## src/design/rbdq_pkg.sv

```systemverilog
// ----------------------------------------------------------------------------
// rbdq_pkg: shared definitions for the ring buffer deque unit
// Field widths, command and status codes, and the control bundle that the
// top level hands to every storage cell.
// ----------------------------------------------------------------------------
package rbdq_pkg;

    // Fixed field widths.
    localparam int DATA_W = 32;
    localparam int OP_W   = 2;
    localparam int ST_W   = 2;

    // Default number of stored words.
    localparam int DEPTH_DEF = 16;

    // Command codes.
    localparam logic [OP_W-1:0] OP_PUSH_REAR  = 2'd0;
    localparam logic [OP_W-1:0] OP_POP_REAR   = 2'd1;
    localparam logic [OP_W-1:0] OP_POP_FRONT  = 2'd2;

    // Status codes.
    localparam logic [ST_W-1:0] ST_DONE  = 2'd0;
    localparam logic [ST_W-1:0] ST_FULL  = 2'd1;
    localparam logic [ST_W-1:0] ST_EMPTY = 2'd2;

    // Per-cycle command to all cells of the chain.
    typedef struct packed {
        logic shift_in;   // every word moves one cell away from the rear
        logic shift_out;  // every word moves one cell toward the rear
        logic drop_last;  // the frontmost word is released
    } t_cell_ctrl;

endpackage

```

## src/design/rbdq_cell.sv

```systemverilog
// ----------------------------------------------------------------------------
// rbdq_cell: one storage cell of the deque chain
// Holds one word and its valid flag. On a push the cell takes its rear-side
// neighbor's contents, on a rear pop its front-side neighbor's contents, and
// on a front pop it lets go of its word if it is the frontmost one.
// ----------------------------------------------------------------------------
module rbdq_cell (
    input  logic                         i_clk,
    input  logic                         i_rst_n,
    input  rbdq_pkg::t_cell_ctrl         i_ctrl,
    input  logic [rbdq_pkg::DATA_W-1:0]  i_prev_data,
    input  logic                         i_prev_valid,
    input  logic [rbdq_pkg::DATA_W-1:0]  i_next_data,
    input  logic                         i_next_valid,
    output logic [rbdq_pkg::DATA_W-1:0]  o_data,
    output logic                         o_valid,
    output logic [rbdq_pkg::DATA_W-1:0]  o_front_data
);

    logic [rbdq_pkg::DATA_W-1:0] r_data;
    logic [rbdq_pkg::DATA_W-1:0] n_data;
    logic                        r_valid;
    logic                        n_valid;

    // Next contents from the chain command.
    always_comb begin
        n_data  = r_data;
        n_valid = r_valid;
        if (i_ctrl.shift_in) begin
            n_data  = i_prev_data;
            n_valid = i_prev_valid;
        end else if (i_ctrl.shift_out) begin
            n_data  = i_next_data;
            n_valid = i_next_valid;
        end else if (i_ctrl.drop_last) begin
            n_valid = r_valid & i_next_valid;
        end
    end

    // The valid flag is control state; the word itself needs no reset.
    always_ff @(posedge i_clk) begin
        if (!i_rst_n) begin
            r_valid <= 1'b0;
        end else begin
            r_valid <= n_valid;
        end
    end

    always_ff @(posedge i_clk) begin
        r_data <= n_data;
    end

    assign o_data  = r_data;
    assign o_valid = r_valid;

    // Only the frontmost valid cell drives its word onto the front bus.
    assign o_front_data = (r_valid && !i_next_valid) ? r_data : '0;

endmodule

```

## src/design/ring_buffer_deque_unit.sv

```systemverilog
// ----------------------------------------------------------------------------
// ring_buffer_deque_unit: input-restricted deque of signed words
// Push at the rear, pop from the rear or pop from the front, one result item
// per command item carrying status, popped word and occupancy.
// ----------------------------------------------------------------------------
// The deque is a row of DEPTH cells with the rear word always in cell 0 and
// the front word in the highest valid cell. A push shifts every word one cell
// forward, a rear pop shifts every word one cell back, and a front pop only
// clears the frontmost valid flag, so each command is one parallel step of
// the chain. A command item is taken every cycle, and its result item is
// loaded into the output register when it is accepted; the result register takes a new
// item in the same cycle that the previous result leaves, and input ready
// drops only when a held result is not being taken. A push into a full deque
// answers full and a pop from an empty one answers empty with a zero word;
// neither changes the contents. There is no clearing pass after reset.
module ring_buffer_deque_unit #(
    parameter int DEPTH = rbdq_pkg::DEPTH_DEF,
    parameter int CNT_W = $clog2(DEPTH + 1)
) (
    input  logic                                i_clk,
    input  logic                                i_rst_n,
    input  logic                                i_in_valid,
    output logic                                o_in_ready,
    input  logic        [rbdq_pkg::OP_W-1:0]    i_opcode,
    input  logic signed [rbdq_pkg::DATA_W-1:0]  i_push_value,
    output logic                                o_out_valid,
    input  logic                                i_out_ready,
    output logic        [rbdq_pkg::ST_W-1:0]    o_status,
    output logic signed [rbdq_pkg::DATA_W-1:0]  o_pop_value,
    output logic        [CNT_W-1:0]             o_occupancy
);

    localparam int DW = rbdq_pkg::DATA_W;

    // Links between neighboring cells; link 0 feeds the rear, link DEPTH+1
    // closes the front end.
    logic [DW-1:0]          w_data  [DEPTH+2];
    logic                   w_valid [DEPTH+2];
    logic [DW-1:0]          w_front [DEPTH];
    rbdq_pkg::t_cell_ctrl   w_ctrl;

    logic                   w_accept;
    logic                   w_full;
    logic                   w_empty;
    logic [DW-1:0]          w_front_word;

    logic [CNT_W-1:0]             r_count;
    logic [CNT_W-1:0]             n_count;
    logic                         r_out_valid;
    logic [rbdq_pkg::ST_W-1:0]    r_status;
    logic [rbdq_pkg::ST_W-1:0]    n_status;
    logic [DW-1:0]                r_pop_value;
    logic [DW-1:0]                n_pop_value;
    logic [CNT_W-1:0]             r_occupancy;

    // Chain ends: a push brings a valid word into the rear, nothing enters
    // from beyond the front.
    assign w_data[0]        = i_push_value;
    assign w_valid[0]       = 1'b1;
    assign w_data[DEPTH+1]  = '0;
    assign w_valid[DEPTH+1] = 1'b0;

    // Row of cells; cell k sits on link k+1.
    for (genvar k = 0; k < DEPTH; k++) begin : g_cell
        rbdq_cell u_cell (
            .i_clk        (i_clk),
            .i_rst_n      (i_rst_n),
            .i_ctrl       (w_ctrl),
            .i_prev_data  (w_data[k]),
            .i_prev_valid (w_valid[k]),
            .i_next_data  (w_data[k+2]),
            .i_next_valid (w_valid[k+2]),
            .o_data       (w_data[k+1]),
            .o_valid      (w_valid[k+1]),
            .o_front_data (w_front[k])
        );
    end

    // Gather the frontmost word; at most one cell drives a nonzero value.
    always_comb begin
        w_front_word = '0;
        for (int k = 0; k < DEPTH; k++) begin
            w_front_word = w_front_word | w_front[k];
        end
    end

    // Handshake: a new item may enter whenever the result register is free
    // or is being emptied in this cycle.
    assign o_in_ready = !r_out_valid || i_out_ready;
    assign w_accept   = i_in_valid && o_in_ready;

    assign w_full  = w_valid[DEPTH];
    assign w_empty = !w_valid[1];

    // Command decode into the chain command, status, word and count.
    always_comb begin
        w_ctrl      = '0;
        n_status    = rbdq_pkg::ST_DONE;
        n_pop_value = '0;
        n_count     = r_count;
        case (i_opcode)
            rbdq_pkg::OP_PUSH_REAR: begin
                if (w_full) begin
                    n_status = rbdq_pkg::ST_FULL;
                end else begin
                    w_ctrl.shift_in = w_accept;
                    n_count         = r_count + CNT_W'(1);
                end
            end
            rbdq_pkg::OP_POP_REAR: begin
                if (w_empty) begin
                    n_status = rbdq_pkg::ST_EMPTY;
                end else begin
                    w_ctrl.shift_out = w_accept;
                    n_pop_value      = w_data[1];
                    n_count          = r_count - CNT_W'(1);
                end
            end
            rbdq_pkg::OP_POP_FRONT: begin
                if (w_empty) begin
                    n_status = rbdq_pkg::ST_EMPTY;
                end else begin
                    w_ctrl.drop_last = w_accept;
                    n_pop_value      = w_front_word;
                    n_count          = r_count - CNT_W'(1);
                end
            end
            default: begin
                n_status = rbdq_pkg::ST_DONE;
            end
        endcase
    end

    // Occupancy count and result valid flag.
    always_ff @(posedge i_clk) begin
        if (!i_rst_n) begin
            r_count     <= '0;
            r_out_valid <= 1'b0;
        end else begin
            if (w_accept) begin
                r_count     <= n_count;
                r_out_valid <= 1'b1;
            end else if (i_out_ready) begin
                r_out_valid <= 1'b0;
            end
        end
    end

    // Result payload, loaded with each accepted item.
    always_ff @(posedge i_clk) begin
        if (w_accept) begin
            r_status    <= n_status;
            r_pop_value <= n_pop_value;
            r_occupancy <= n_count;
        end
    end

    assign o_out_valid = r_out_valid;
    assign o_status    = r_status;
    assign o_pop_value = r_pop_value;
    assign o_occupancy = r_occupancy;

endmodule

```

## config.mk

```make
export PLATFORM = sky130hd
export DESIGN_NAME = ring_buffer_deque_unit
export DESIGN_NICKNAME = d
export VERILOG_FILES = /design/src/design/rbdq_pkg.sv /design/src/design/rbdq_cell.sv /design/src/design/ring_buffer_deque_unit.sv
export SDC_FILE = /design/constraint.sdc
export NUM_CORES = 1
export LEC_CHECK = 0
export BUFFER_PORTS_ARGS = -buffer_cell sky130_fd_sc_hd__buf_4
export CORE_MARGIN = 4
export CORE_UTILIZATION = 55
export DETAILED_ROUTE_END_ITERATION = 6
export HOLD_SLACK_MARGIN = 0.15
export PLACE_DENSITY = 0.83
export SKIP_LAST_GASP = 1
export SLEW_MARGIN = 10
export SYNTH_ARGS = -nofsm -noshare
export SYNTH_HDL_FRONTEND = slang
export SYNTH_SLANG_ARGS = --single-unit
```

## constraint.sdc

```tcl
create_clock -name i_clk -period 8.6 [get_ports i_clk]
set_input_delay 0 -clock i_clk [delete_from_list [all_inputs] [get_ports i_clk]]
set_output_delay 0 -clock i_clk [all_outputs]
set_load 0.05 [all_outputs]
```

==> flow_summary.toml <==
[pwr]
power_density_nw_per_um2 = 204
power.total_w = 0.00627
clkPwrFrac_pct = 39.6
pwr-share-comb_pct = 8.5
p_leak_nw = 12.4
netSwitchingPower_w = 0.00153
p_seq_share_pct = 51.9
ir_drop_mv = 0.142
switching_share_pct = 24.4
p_int_w = 0.00474

[sta]
finalHoldViolCount = 0
skew_ns = 0.0206
rsz0062_at_grt = "no"
tightest_slew_ns = 1.37
setup_tns_ns = 0
fmax_ghz = 0.266
setup_violations = 0
period_needed_ns = 3.76
maxSlewViolCount = 0
finalCritPeriodShare_pct = 43.7
slew_headroom_pct = 8.54

[routing]
ant_nets = 0
drt_iter0_markers = 3659
vias = 22100
wire_per_inst_um = 21.2
routed_wl_mm = 76.1
firstDrtPassIters = 7
vias_per_cell = 6.16
drc = 1

[cts]
clock_latency_ns = 0.63
cts_setup_buffers = 0
clock_path_buffers = 3
cts_tree = "built"
cts.sinks = 573
h-tree-depth = 2
cts_root_buf = "clkbuf_16"
numCtsBuffers = 57
clk_pin_slew_worst_paths_ns = 0.06

[yosys]
synthArstFlopShare_pct = 0
syn_area_per_cell_um2 = 9.77
netlist_instances = 2839
synth_edf_count = 551
synth_nets = 2883
ys_seq_area_share_pct = 61.3
synth-seq-cells = 573
syn_area_um2 = 27700
yosysWarnings = 0
synth_cell_types = 55
synth_top_flop_cell = "edfxtp_1"

[layout]
final_core_util_pct = 61.6
n_antenna_cell = 0
final_cell_mix = "nand2_1, edfxtp_1, a22oi_1, buf_4, clkbuf_16"
syn_to_final_growth_pct = 11.1
fin_nets = 2904
stdcell_area_um2 = 30800
drive_above_1_share_pct = 7.84
layout_commonest_cell = "nand2_1"

[flow_run]
drv_cap = 0

[setup_path]
critPathRequiredTime_ns = 8.83
crit_path_frequent_cell = "buf_4"
start_kind = "primary input"
worstPathCellList = "dlygate4sd3_1 > buf_4 > inv_1 > ha_1 > nand2_1 > a211oi_4 > buf_4 > buf_12"
crit_family = "buffers and inverters"
worstPathArrival_ns = 3.99
slowest_stage = "buf_4"
critPathLaunch = "i_opcode[1]"
r2r-start = "g_cell[0].u_cell.o_valid"
r2r_cells = 5
crit_type = "primary input to flip-flop"
worst-path-max-fanout = 205
worst-path-buf-inv = 5
end_kind = "flip-flop"
path_depth = 8
critPathMaxStageDelay_ns = 0.87

[placed_design]
placed_cell_area_um2 = 28600
dp_hpwl_mm = 42.4
port_buffers = 78
gp_congestion = 0.890

[min_path]
hold_start = "i_push_value[31]"
whs_path_depth = 4
hold_path.class = "primary input to flip-flop"

[floorplanning]
dieArea_um2 = 54100
placementRows = 82
die_x_um = 233
initial_core_util_pct = 55.5
die_h_um = 233
io_pins = 79
core_um2 = 50000

[global_routing]
grt_use_total_pct = 27.3
antenna_found_initial = 0
met1_usage_pct = 36.2
grt_max_degree = 260
top_usage_layer = "met2"
grt_overflow = 0
grt.met3_usage_pct = 6.00
use_met2_pct = 42.9
grt_pass1_wl_mm = 116
grt_pass1_vias = 21100

[outcome]
status = "finished, violations left"
failed_checks = "design-rule violations"
power groups by stage:
| stage | clock network, W | logic, W | registers [W] |
|---|---|---|---|
| 6_report | 0.00248 | 0.000534 | 0.00326 |
| 5_1_grt | 0.00262 | 0.000574 | 0.00326 |
| 4_1_cts | 0.00251 | 0.000522 | 0.00325 |
| 3_5_place_dp | 0 | 0.000507 | 0.00331 |
| 3_3_place_gp | 0 | 0.000486 | 0.00331 |
| 2_1_floorplan | 0 | 0.000324 | 0.00334 |
cell usage after synthesis (all sizes together), types with 2 or more instances:
| cell type | count | area (µm²) |
|---|---|---|
| buf | 160 | 872 |
| o21a | 2 | 15.0 |
| nand2 | 1521 | 5710 |
| a211oi | 10 | 80.1 |
| dfxtp | 22 | 440 |
| o311a | 9 | 90.1 |
| o21ai | 31 | 155 |
| a31oi | 21 | 131 |
| nand3b | 11 | 82.6 |
| nand3 | 15 | 80.1 |
| and4 | 15 | 131 |
| inv | 10 | 37.5 |
| o22a | 2 | 17.5 |
| clkinv | 2 | 7.51 |
| nor3 | 5 | 30.0 |
| clkbuf | 30 | 114 |
| edfxtp | 551 | 16500 |
| o21ba | 2 | 20.0 |
| a222oi | 13 | 130 |
| nand2b | 5 | 31.3 |
| nand4 | 11 | 68.8 |
| a221oi | 16 | 140 |
| nor2 | 4 | 15.0 |
| a22oi | 162 | 1220 |
| a21oi | 26 | 130 |
| and3b | 38 | 333 |
| and2 | 38 | 238 |
| ha | 6 | 75.1 |
| nand4b | 2 | 17.5 |
| a311oi | 14 | 123 |
| a22o | 15 | 131 |
| and3 | 32 | 200 |
| nor2b | 17 | 126 |
| a2111oi | 10 | 106 |
metal layers:
metal	vias up	share of wire, %
met5	-	0
met2	1412	46
met1	10500	36
li1	9856	-
met3	320	13
met4	0	5.6
cell type report:
cell class                 count  area [µm²]
timing repair buffer         152        1270
fill                        3862       19200
multi-input combinational   2064        9810
sequential                   573       17000
clock inverter                37         295
inverter                      12        45.0
tap                          672         841
clock buffer                  70        1550
worst paths after layout:
check	end	slack [ns]
hold reg to reg	r_count[4]	0.52
setup / recovery	g_cell[0].u_cell.o_data[8]	4.84
hold / removal	g_cell[0].u_cell.o_data[31]	0.18
setup reg to reg	g_cell[0].u_cell.o_data[8]	5.07
worst min-delay path: cells and delay by family:
kind,cells,cell delay [ns]
buffers and inverters,2,0.62
AND/OR/NAND/NOR,2,0.08
state kept, by name, summed over array words and instances, names as in the netlist:
name	flops
g_cell.u_cell.o_valid	16
o_status	2
g_cell.u_cell.o_data	512
r_count	5
o_out_valid	1
o_occupancy	5
o_pop_value	32
logic make-up (layout without fill, tap and decap cells):
family / count (synthesis) / in the layout / synth area share, %
flip-flops: 573 / 573 / 61.3
buffers and inverters: 202 / 271 / 3.72
multiplexers: 1 / 1 / 0.0361
adder cells (fa/ha/maj): 6 / 6 / 0.271
AND/OR/NAND/NOR: 1720 / 1720 / 25.6
AO/OA/AOI/OAI: 337 / 337 / 9.08
through the flow:
step,hold WS (ns),std cells,setup WS [ns]
final,0.185,3580,4.84
after global placement,0.265,3435,5.23
after detailed placement,0.264,3435,4.99
after floorplan,0.138,2839,1.02
after CTS,0.151,3580,5.08
after global routing,0.177,3580,4.70
what timing repair did:
| item | 4_1_cts | 5_1_grt |
|---|---|---|
| endpoints found under the hold margin | 54 | 0 |
| gates resized for setup | 0 | 0 |
| hold buffers | 38 | 0 |
(Power assumes the default switching activity.)
